### src/sv/bga_pkg.sv
// Shared types and constants for the brick grid address unit.
`timescale 1ns / 1ps
`default_nettype none

package bga_pkg;

    // Request selector carried on tuser.
    typedef enum logic [2:0] {
        REQ_VOXEL = 3'd0,
        REQ_XM    = 3'd1,
        REQ_XP    = 3'd2,
        REQ_YM    = 3'd3,
        REQ_YP    = 3'd4,
        REQ_ZM    = 3'd5,
        REQ_ZP    = 3'd6,
        REQ_NONE  = 3'd7
    } bga_req_t;

    // Configuration register indexes.
    localparam logic [2:0] CFG_BRICKS_X    = 3'd0;
    localparam logic [2:0] CFG_BRICKS_Y    = 3'd1;
    localparam logic [2:0] CFG_BRICKS_Z    = 3'd2;
    localparam logic [2:0] CFG_VOL_WIDTH   = 3'd3;
    localparam logic [2:0] CFG_VOL_HEIGHT  = 3'd4;
    localparam logic [2:0] CFG_BRICK_SZ_X  = 3'd5;
    localparam logic [2:0] CFG_BRICK_SZ_Y  = 3'd6;
    localparam logic [2:0] CFG_BRICK_SZ_Z  = 3'd7;

    localparam int RES_W = 31;  // {out_of_range, brick_index}

    // Grid values derived from the registers.
    typedef struct packed {
        logic [10:0] bx;
        logic [10:0] by;
        logic [10:0] bz;
        logic [21:0] plane;
        logic [32:0] total;
        logic        zero_x;   // brick size x <= 1
        logic        zero_y;
        logic        zero_z;
    } bga_geom_t;

    // Sideband through the first divider.
    typedef struct packed {
        bga_req_t    req;
        logic [29:0] id;
    } bga_s1_t;

    // Sideband through the second divider.
    typedef struct packed {
        bga_req_t    req;
        logic [29:0] id;
        logic [39:0] z;
    } bga_s2_t;

    // Sideband through the third divider bank.
    typedef struct packed {
        bga_req_t    req;
        logic [29:0] id;
        logic [14:0] x;
        logic [29:0] y;
        logic [39:0] z;
    } bga_s3_t;

endpackage

`default_nettype wire

### src/sv/bga_obuf.sv
// Two-entry output buffer; decouples the pipeline from the result channel.
`timescale 1ns / 1ps
`default_nettype none

module bga_obuf (
    input  wire logic                      aclk,
    input  wire logic                      aresetn,
    input  wire logic                      push,
    input  wire logic [bga_pkg::RES_W-1:0] push_data,
    output logic                           has_room,
    output logic                           m_tvalid,
    input  wire logic                      m_tready,
    output logic [bga_pkg::RES_W-1:0]      head
);
    import bga_pkg::*;

    logic [1:0]       cnt_reg;
    logic [RES_W-1:0] head_reg, tail_reg;
    logic             pop;

    assign pop      = m_tvalid && m_tready;
    assign m_tvalid = (cnt_reg != 2'd0);
    assign has_room = (cnt_reg != 2'd2);
    assign head     = head_reg;

    always_ff @(posedge aclk) begin
        if (!aresetn) begin
            cnt_reg <= 2'd0;
        end else begin
            case (cnt_reg)
                2'd0: if (push) cnt_reg <= 2'd1;
                2'd1: begin
                    if (push && !pop) cnt_reg <= 2'd2;
                    else if (!push && pop) cnt_reg <= 2'd0;
                end
                2'd2: if (pop) cnt_reg <= 2'd1;
                default: cnt_reg <= 2'd0;
            endcase
        end
        case (cnt_reg)
            2'd0: if (push) head_reg <= push_data;
            2'd1: begin
                if (push && pop) head_reg <= push_data;
                else if (push) tail_reg <= push_data;
            end
            2'd2: if (pop) head_reg <= tail_reg;
            default: ;
        endcase
    end

    a_cnt_legal: assert property (@(posedge aclk) disable iff (!aresetn)
        cnt_reg != 2'd3) else $error("output buffer count corrupt");
    a_no_push_full: assert property (@(posedge aclk) disable iff (!aresetn)
        (cnt_reg == 2'd2) |-> !push) else $error("push into full buffer");
    a_first_beat: assert property (@(posedge aclk) disable iff (!aresetn)
        (cnt_reg == 2'd0 && push) |=> (m_tvalid && head_reg == $past(push_data)))
        else $error("beat lost entering empty buffer");

endmodule

`default_nettype wire

### config.mk
export PLATFORM = sky130hd
export DESIGN_NAME = bga_obuf
export DESIGN_NICKNAME = d
export VERILOG_FILES = /design/src/sv/bga_pkg.sv /design/src/sv/bga_obuf.sv
export SDC_FILE = /design/constraint.sdc
export NUM_CORES = 1
export LEC_CHECK = 0
export ABC_CLOCK_PERIOD_IN_PS = 10870
export BUFFER_PORTS_ARGS = -buffer_cell sky130_fd_sc_hd__clkbuf_2
export CAP_MARGIN = 20
export CORE_MARGIN = 4
export CORE_UTILIZATION = 55
export CTS_CLUSTER_DIAMETER = 60
export CTS_CLUSTER_SIZE = 28
export DETAILED_ROUTE_END_ITERATION = 10
export MAX_ROUTING_LAYER = met4
export PLACE_DENSITY = 0.8
export SYNTH_ARGS = -nofsm -noshare
export SYNTH_HDL_FRONTEND = slang
export SYNTH_SLANG_ARGS = --single-unit
### constraint.sdc
create_clock -name aclk -period 10.87 [get_ports aclk]
set_input_delay 2.174 -clock aclk [delete_from_list [all_inputs] [get_ports aclk]]
set_output_delay 2.174 -clock aclk [all_outputs]
set_load 0.05 [all_outputs]
==> impl_metrics.csv <==
group,metric,value,unit
clock_tree,cts-root-buf,"clkbuf_8",
timing,worst_slew_pin_slew,0.619,ns
global_routing,grt_max_degree,33,
synth,synth_commonest_cells,"edfxtp_1, mux2_4, buf_12, ha_1",
outcome,status,"complete, no violations",
synth,syn-instance-count,117,
synth,mappedNetlistArea,2580,sq um
critical_path,critPathKind,"reg -> out",
timing,fmax,256,MHz
final_layout,multi_input_area,608,sq um
clock_tree,ctsLongestPathBuffers,2,
power_and_ir_drop,irDropWorstVdd,0.0996,mV
clock_tree,number_of_buffers_inserted_during_clock_tree_synthesis,9,
synth,yosysTopAreaCellShare,0.723,
final_layout,layout-drive-gt1-share,0.584,
detailed_routing,antenna_viol_nets_final,0,
critical_path,critical_path_source_type,"flip-flop",
final_layout,flow.area_growth_from_synthesis,20.1,%
timing,timing_hold_violations_final,0,
global_routing,globalRoute.totalOverflow,0,
floorplanning,start_util,0.580,
detailed_routing,detail_route.drc_violations,0,
critical_path,worstSetupStartpoint,"cnt_reg[1]",
synth,post_synth_main_area_contributors,"edfxtp_1, mux2_4, buf_12",
clock_tree,insertion_delay,0.32,ns
synth,synth_async_sr_flop_share,0,
clock_tree,post_cts_buffers,0,
synth,yosys_warnings,0,
critical_path,path_max_fanout,25,
timing,period_utilization_post_route,0.359,
clock_tree,ctsHtreeMaxLevel,3,
floorplanning,placeableCoreArea,4440,sq um
power_and_ir_drop,total_power,531,uW
clock_tree,cts_tree,"built",
global_routing,grt_antenna_before_repair,0,
power_and_ir_drop,power-per-cell-area,172,nW/um^2
final_layout,design.final.nets,232,
clock_tree,cts_resized,0,
floorplanning,die_area,5840,sq um
placement,dpl_worst_slack,6.86,ns
final_layout,regArea,1900,sq um
clock_tree,clk_transition_reported_paths,0.06,ns
timing,finalClockSkew,0.00525,ns
floorplanning,io-pin-count,68,
critical_path,r2r_start,"cnt_reg[0]",
critical_path,end_kind,"primary output",
detailed_routing,first_iter_violations,49,
final_layout,antenna_cells,0,
global_routing,grt_first_pass_wirelength,6580,um
floorplanning,rows,24,
floorplanning,die_height,76.4,um
synth,dominantRegCellSynth,"edfxtp_1",
final_layout,num-fill-cells,307,
synth,synth_enable_flop_cells,62,
placement,globalplace.congestion,0.756,
critical_path,worst-endpoint-required,8.70,ns
timing,grt_setup_unrepaired,"false",
timing,final.setup.tns,0,ns
detailed_routing,dr_total_vias,1287,
placement,numPortBuffers,67,
clock_tree,clock-sinks,64,
job,max_cap_viols,0,
critical_path,arrival,1.73,ns
floorplanning,die_w,76.4,um
min_path,worst_hold_path_type,"reg -> reg",
global_routing,number_of_global_route_vias_before_repair,1380,
timing,hold_slack,0.545,ns
synth,ys_seq_elements,64,
timing,timing.max_slew.rel_slack,0.587,
clock_tree,post_cts_hold_buffer_count,0,
synth,average_footprint_of_a_synthesized_cell,22.0,sq um
detailed_routing,average_routed_wire_per_standard_cell,16.1,um
detailed_routing,post_drt_via_cell_ratio,5.17,
synth,yosys.cell_count.top_type,"edfxtp_1",
timing,finalSetupViolCount,0,
min_path,hold_start,"tail_reg[29]",
synth,synth_area_leader_cell,"edfxtp_1",
timing,finalWorstPathRequiredPeriod,3.91,ns
synth,synthDistinctLibCells,21,
synth,mappedNetlistNets,155,
global_routing,track_usage,0.153,
timing,fin_ws,6.96,ns
timing,report.final.slew_viol_count,0,
power_and_ir_drop,total_leakage_power,1.23,nW
detailed_routing,firstDrtPassIters,4,
placement,placed_wire_length_estimate_after_detailed_placement,2920,um
detailed_routing,final_wirelength,4010,um
synth,synth.yosys.seq_area_share,0.738,
-- per-stage QoR --
| stage | std cells | area, sq um | util |
|---|---|---|---|
| 6_report | 249 | 3090 | 0.696 |
| 5_1_grt | 249 | 3090 | 0.696 |
| 4_1_cts | 248 | 3070 | 0.691 |
| 3_5_place_dp | 234 | 2930 | 0.659 |
| 3_3_place_gp | 234 | 2930 | 0.659 |
| 2_1_floorplan | 117 | 2580 | - |
-- routing by layer --
layer / track usage / wire, um / part of all wire
met3: 0.0697 / 262 / 0.065
met2: 0.263 / 2120 / 0.53
met1: 0.152 / 1580 / 0.40
met5: - / 0 / 0
met4: 0.0543 / 41 / 0.010
-- kinds of logic after synthesis --
kind of cell,after synthesis,synth area share
DFF,64,0.738
muxes,32,0.182
and+or+nand+nor,10,0.0296
buffers and inverters,5,0.0291
AOI/OAI and AO/OA,3,0.00680
adders and majority gates,3,0.0146
-- worst paths after layout --
kind / to / slack (ns) / cells after the start
min: head[29] / 0.55 / 1
min reg2reg: head[29] / 0.55 / 1
max reg2reg: tail_reg[6] / 8.64 / 5
max: has_room / 6.96 / 4
-- critical path, stage by stage, from the launching register on --
cell      delay, ns
dfxtp_1        0.44
nor2b_4        0.41
buf_12         0.26
inv_1          0.06
clkbuf_2       0.23
-- layout make-up --
cell class              instances  area share
flip-flops and latches         64       0.615
multi-input cells              48       0.197
repair buffers                 70       0.120
clock buffers                  12      0.0437
well taps                      52      0.0210
clock inverters                 2     0.00283
inverters                       1     0.00121
-- where the power goes --
group	total, mW	switching, mW	leakage [nW]	internal [mW]
registers	0.296	0.00507	0.598	0.291
clock network	0.154	0.0747	0.0737	0.0792
logic	0.0812	0.0566	0.562	0.0247
total	0.531	0.136	1.23	0.395
-- cells in the final DEF, fill, tap and decap left out, drive strengths merged --
master	n
inv	1
and3b	1
mux2	31
o21a	1
nand2	1
or2	1
nand2b	1
nor3b	1
o21ai	2
and4bb	1
edfxtp	62
nand3b	1
and2	1
nor2b	1
dfxtp	2
mux2i	1
nand4b	1
clkbuf	79
ha	3
clkinv	2
buf	3
Note: power is estimated with default switching activity, not from simulation.
