### src/sv/bga_pkg.sv
// Shared types and constants for the brick grid address unit.
`timescale 1ns / 1ps
`default_nettype none

package bga_pkg;

    // Request selector carried on tuser.
    typedef enum logic [2:0] {
        REQ_VOXEL = 3'd0,
        REQ_XM    = 3'd1,
        REQ_XP    = 3'd2,
        REQ_YM    = 3'd3,
        REQ_YP    = 3'd4,
        REQ_ZM    = 3'd5,
        REQ_ZP    = 3'd6,
        REQ_NONE  = 3'd7
    } bga_req_t;

    // Configuration register indexes.
    localparam logic [2:0] CFG_BRICKS_X    = 3'd0;
    localparam logic [2:0] CFG_BRICKS_Y    = 3'd1;
    localparam logic [2:0] CFG_BRICKS_Z    = 3'd2;
    localparam logic [2:0] CFG_VOL_WIDTH   = 3'd3;
    localparam logic [2:0] CFG_VOL_HEIGHT  = 3'd4;
    localparam logic [2:0] CFG_BRICK_SZ_X  = 3'd5;
    localparam logic [2:0] CFG_BRICK_SZ_Y  = 3'd6;
    localparam logic [2:0] CFG_BRICK_SZ_Z  = 3'd7;

    localparam int RES_W = 31;  // {out_of_range, brick_index}

    // Grid values derived from the registers.
    typedef struct packed {
        logic [10:0] bx;
        logic [10:0] by;
        logic [10:0] bz;
        logic [21:0] plane;
        logic [32:0] total;
        logic        zero_x;   // brick size x <= 1
        logic        zero_y;
        logic        zero_z;
    } bga_geom_t;

    // Sideband through the first divider.
    typedef struct packed {
        bga_req_t    req;
        logic [29:0] id;
    } bga_s1_t;

    // Sideband through the second divider.
    typedef struct packed {
        bga_req_t    req;
        logic [29:0] id;
        logic [39:0] z;
    } bga_s2_t;

    // Sideband through the third divider bank.
    typedef struct packed {
        bga_req_t    req;
        logic [29:0] id;
        logic [14:0] x;
        logic [29:0] y;
        logic [39:0] z;
    } bga_s3_t;

endpackage

`default_nettype wire

### src/sv/bga_merge.sv
// Brick id assembly, neighbor selection and range flag after the dividers.
`timescale 1ns / 1ps
`default_nettype none

module bga_merge (
    input  wire logic                aclk,
    input  wire logic                aresetn,
    input  wire logic                en,
    input  wire bga_pkg::bga_geom_t  geom,
    input  wire logic                in_valid,
    input  wire bga_pkg::bga_s3_t    in_side,
    input  wire logic [39:0]         in_qx,
    input  wire logic [39:0]         in_qy,
    input  wire logic [39:0]         in_qz,
    output logic                     out_valid,
    output logic [bga_pkg::RES_W-1:0] out_res
);
    import bga_pkg::*;

    // stage 1: partial products, neighbor edge test and candidate
    logic        v1_reg;
    bga_req_t    req1_reg;
    logic [29:0] id1_reg;
    logic [14:0] qx1_reg;
    logic [41:0] zp_lo_reg, zp_hi_reg;
    logic [25:0] yb_reg;
    logic        edge1_reg;
    logic [30:0] cand1_reg;

    logic [14:0] qx_eff, qy_eff;
    logic [39:0] qz_eff;
    logic        edge_next;
    logic [30:0] cand_next;

    assign qx_eff = geom.zero_x ? '0 : in_qx[14:0];
    assign qy_eff = geom.zero_y ? '0 : in_qy[14:0];
    assign qz_eff = geom.zero_z ? '0 : in_qz;

    always_comb begin
        edge_next = 1'b1;
        cand_next = {1'b0, in_side.id};
        case (in_side.req)
            REQ_XM: begin
                edge_next = (in_side.x == '0);
                cand_next = 31'(in_side.id) - 31'd1;
            end
            REQ_XP: begin
                edge_next = (16'(in_side.x) == 16'(geom.bx) - 16'd1);
                cand_next = 31'(in_side.id) + 31'd1;
            end
            REQ_YM: begin
                edge_next = (in_side.y == '0);
                cand_next = 31'(in_side.id) - 31'(geom.bx);
            end
            REQ_YP: begin
                edge_next = (31'(in_side.y) == 31'(geom.by) - 31'd1);
                cand_next = 31'(in_side.id) + 31'(geom.bx);
            end
            REQ_ZM: begin
                edge_next = (in_side.z == '0);
                cand_next = 31'(in_side.id) - 31'(geom.plane);
            end
            REQ_ZP: begin
                edge_next = (41'(in_side.z) == 41'(geom.bz) - 41'd1);
                cand_next = 31'(in_side.id) + 31'(geom.plane);
            end
            default: begin
                edge_next = 1'b1;
                cand_next = {1'b0, in_side.id};
            end
        endcase
    end

    always_ff @(posedge aclk) begin
        if (!aresetn) begin
            v1_reg <= 1'b0;
        end else if (en) begin
            v1_reg <= in_valid;
        end
        if (en) begin
            req1_reg  <= in_side.req;
            id1_reg   <= in_side.id;
            qx1_reg   <= qx_eff;
            zp_lo_reg <= 42'(qz_eff[19:0]) * 42'(geom.plane);
            zp_hi_reg <= 42'(qz_eff[39:20]) * 42'(geom.plane);
            yb_reg    <= 26'(qy_eff) * 26'(geom.bx);
            edge1_reg <= edge_next;
            cand1_reg <= cand_next;
        end
    end

    // stage 2: join partial products, neighbor range check
    logic        v2_reg;
    bga_req_t    req2_reg;
    logic [61:0] zp2_reg;
    logic [26:0] yx2_reg;
    logic [29:0] nres2_reg;

    always_ff @(posedge aclk) begin
        if (!aresetn) begin
            v2_reg <= 1'b0;
        end else if (en) begin
            v2_reg <= v1_reg;
        end
        if (en) begin
            req2_reg  <= req1_reg;
            zp2_reg   <= 62'({zp_hi_reg, 20'b0}) + 62'(zp_lo_reg);
            yx2_reg   <= 27'(yb_reg) + 27'(qx1_reg);
            nres2_reg <= (edge1_reg || (33'(cand1_reg) >= geom.total)) ?
                         id1_reg : cand1_reg[29:0];
        end
    end

    // stage 3: full brick id
    logic        v3_reg;
    bga_req_t    req3_reg;
    logic [61:0] bid3_reg;
    logic [29:0] nres3_reg;

    always_ff @(posedge aclk) begin
        if (!aresetn) begin
            v3_reg <= 1'b0;
        end else if (en) begin
            v3_reg <= v2_reg;
        end
        if (en) begin
            req3_reg  <= req2_reg;
            bid3_reg  <= zp2_reg + 62'(yx2_reg);
            nres3_reg <= nres2_reg;
        end
    end

    logic flag;
    assign flag      = (req3_reg == REQ_VOXEL) && (bid3_reg >= 62'(geom.total));
    assign out_valid = v3_reg;
    assign out_res   = {flag, (req3_reg == REQ_VOXEL) ? bid3_reg[29:0] : nres3_reg};

endmodule

`default_nettype wire

### config.mk
export PLATFORM = sky130hd
export DESIGN_NAME = bga_merge
export DESIGN_NICKNAME = d
export VERILOG_FILES = /design/src/sv/bga_pkg.sv /design/src/sv/bga_merge.sv
export SDC_FILE = /design/constraint.sdc
export NUM_CORES = 2
export LEC_CHECK = 0
export ABC_AREA = 1
export BUFFER_PORTS_ARGS = -buffer_cell sky130_fd_sc_hd__buf_2
export CORE_MARGIN = 2
export CORE_UTILIZATION = 55
export CTS_BUF_LIST = sky130_fd_sc_hd__clkbuf_4 sky130_fd_sc_hd__clkbuf_8
export DETAILED_ROUTE_END_ITERATION = 10
export GPL_TIMING_DRIVEN = 1
export PLACE_DENSITY = 0.84
export RECOVER_POWER = 25
export SYNTH_ARGS = -nofsm -noshare
export SYNTH_HDL_FRONTEND = slang
export SYNTH_SLANG_ARGS = --single-unit
### constraint.sdc
create_clock -name aclk -period 9.1 [get_ports aclk]
set_clock_uncertainty 0.05 [all_clocks]
set_input_delay 1.82 -clock aclk [delete_from_list [all_inputs] [get_ports aclk]]
set_output_delay 1.82 -clock aclk [all_outputs]
set_load 0.02 [all_outputs]
==> results.py <==
metrics = {
    "outcome": {
        "status": "complete, but fails checks",
        "violations": "max-capacitance violations, max-slew violations",
    },
    "placement": {
        "port_buffers": 314,
        "place_congestion": 1.03,
        "dp_hpwl_mm": 157,
    },
    "grt": {
        "grt_max_degree": 156,
        "grt-ovfl-total": 0,
        "grt_pass1_vias": 53400,
        "grt_usage_pct": 34.7,
        "grt_pass1_wl_mm": 297,
        "grt_antenna_before_repair": 16,
    },
    "timing": {
        "worst_slew_pin_slew_ps": 6710,
        "setup_tns_ps": 0,
        "maxSlewHeadroom_pct": -348,
        "hold_viol_final": 0,
        "finalSetupViolCount": 0,
        "maxSlewViolCount": 127,
        "finalCritPeriodShare_pct": 89.9,
        "rsz0062_at_grt": "false",
        "period_needed_ps": 8180,
        "max_freq_mhz": 122,
    },
    "pwr": {
        "vdd_drop_max_v": 0.000465,
        "power.density_nw_per_um2": 302,
        "p_leak_nw": 32.6,
    },
    "floorplanning": {
        "core-area_um2": 109000,
        "io_pins": 365,
        "start_util_pct": 55.4,
        "core.rowCount": 121,
        "die-area_um2": 112000,
        "die_y_um": 335,
        "die_x_um": 335,
    },
    "yosys": {
        "syn_nets": 9145,
        "netlist_area_um2": 60300,
        "ys_async_sr_fraction_pct": 0,
        "avgSynthCellArea_um2": 8.10,
        "syn-instance-count": 7449,
        "synth_seq_area_share_pct": 20.4,
        "ys_warn_count": 0,
        "synthTopCellsByArea": "fa_1 28%, edfxtp_1 20%, ha_1 11%",
        "synth-edff-count": 407,
        "synth_most_common_cell": "nand2_1",
        "synth_area_leader_cell": "fa_1",
        "ys.flop_type": "edfxtp_1",
        "synth_common_cells": "1629 x nand2_1, 1437 x inv_1, 1034 x nor2_1, 832 x fa_1, 531 x ha_1",
        "synth_top_cell_area_share_pct": 27.6,
        "ys_ff_latch": 410,
        "synth_cell_types": 55,
    },
    "final_layout": {
        "fin_util_pct": 60.1,
        "multi_input_area_um2": 41600,
        "drive_above_1_share_pct": 7.74,
        "area_delta_synth_final_pct": 8.45,
        "fillers": 9426,
        "register_area_um2": 12300,
        "nets": 9470,
    },
    "critical_path": {
        "worstPathRequired_ps": 9550,
        "start_kind": "primary input",
        "critPathKind": "primary input to flip-flop",
        "cp.arrival_ps": 8630,
        "endpoint_kind": "flip-flop",
        "crit_fanout": 13,
    },
    "clocking": {
        "cts_root_buf": "clkbuf_8",
        "cts_sinks": 410,
        "cts_resized": 0,
        "cts_setup_buffers": 0,
        "cts_hold_buffers": 0,
        "ctsLongestPathBuffers": 3,
        "insertion_delay_ps": 670,
        "cts_tree": "done",
        "cts.htree.levels": 3,
        "numCtsBuffers": 70,
        "path_clk_slew_ps": 60,
    },
    "flow_run": {
        "maxCapViolCount": 1,
    },
    "worst_hold_path": {
        "hp-class": "flip-flop to flip-flop",
    },
    "route": {
        "post_drt_wl_per_cell_um": 20.8,
        "wirelength_mm": 193,
        "vias": 52600,
        "drtPass1Iterations": 8,
        "vias_per_cell": 5.69,
        "post-route-drc-count": 0,
        "ant_nets": 0,
        "drtIter0Drc": 4657,
    },
}
-- logic make-up (layout without fill, tap and decap cells) --
family	after synthesis	in the layout	share of synthesized area [%]
AOI/OAI and AO/OA	602	602	5.69
DFF	410	410	20.4
muxes	29	29	0.541
buffers and inverters	1695	2074	10.6
and+or+nand+nor	3120	3120	20.8
adders and majority gates	1363	1363	38.6
xor gates and xnor gates	230	230	3.38
other	0	12	0
-- metal layers --
| layer | vias up | track usage [%] | routed length (um) |
|---|---|---|---|
| met1 | 25100 | 42.4 | 70300 |
| met4 | 16 | 21.2 | 14200 |
| met5 | - | 0 | 119 |
| li1 | 23700 | - | - |
| met3 | 797 | 7.54 | 20700 |
| met2 | 3000 | 56.2 | 87600 |
-- per-stage QoR --
stage	instance area, um2	worst slack (ps)	power [mW]	instances	hold WS (ps)
after floorplan	60300	1160	12.9	7449	350
after global placement	64000	468	17.6	9116	351
after detailed placement	64000	414	17.8	9116	355
after CTS	65500	1100	19.6	9242	349
after global routing	65400	660	21.5	9244	360
final	65400	922	19.8	9254	359
-- critical path: stages --
cell and delay (ps):
buf_2 100, clkinv_1 690, buf_4 480, nor2_1 200, fa_1 450, inv_1 80, fa_1 400, inv_1 80
fa_1 440, fa_1 500, fa_1 490, inv_1 50, fa_1 430, inv_1 290, ha_1 320, ha_1 380
nand2_1 140, nor2_1 200, inv_1 110, nor4_1 480, nand3_1 140, nand3_1 130, xor2_1 200
-- area by class of cell --
class | instances | share of cell area (%)
timing repair buffer | 443 | 4.03
sequential | 410 | 18.8
antenna | 12 | 0.0459
inverter | 1505 | 8.63
clock buffer | 84 | 1.64
tap | 1414 | 2.70
clock inverter | 42 | 0.541
multi-input combinational | 5344 | 63.6
-- power breakdown --
part           internal (mW)  leakage [nW]  switching (mW)
combinational           4.86          27.9            9.49
sequential              3.25          4.01           0.422
clock                  0.913         0.718           0.842
-- worst paths after layout --
check                                            start                 endpoint  slack (ps)  depth (start not counted)
worst max-delay path                          geom[50]  zp_hi_reg[38]$_DFFE_PP_         920                         23
worst min-delay path            zp_lo_reg[9]$_DFFE_PP_     zp2_reg[9]$_DFFE_PP_         360                          0
worst max register to register    yx2_reg[0]$_DFFE_PP_   bid3_reg[22]$_DFFE_PP_        5680                          9
worst min register to register  zp_lo_reg[9]$_DFFE_PP_     zp2_reg[9]$_DFFE_PP_         360                          0
-- cell usage in the layout, fill, tap and decap left out, types with 158 or more instances in the layout --
master | netlist | layout
a21oi_1 | 256 | 256
buf_2 | 17 | 279
edfxtp_1 | 407 | 407
fa_1 | 832 | 832
ha_1 | 531 | 531
inv_1 | 1437 | 1436
nand2_1 | 1629 | 1629
nand3_1 | 225 | 225
nor2_1 | 1034 | 1033
xor2_1 | 158 | 158
(Power assumes the default switching activity.)
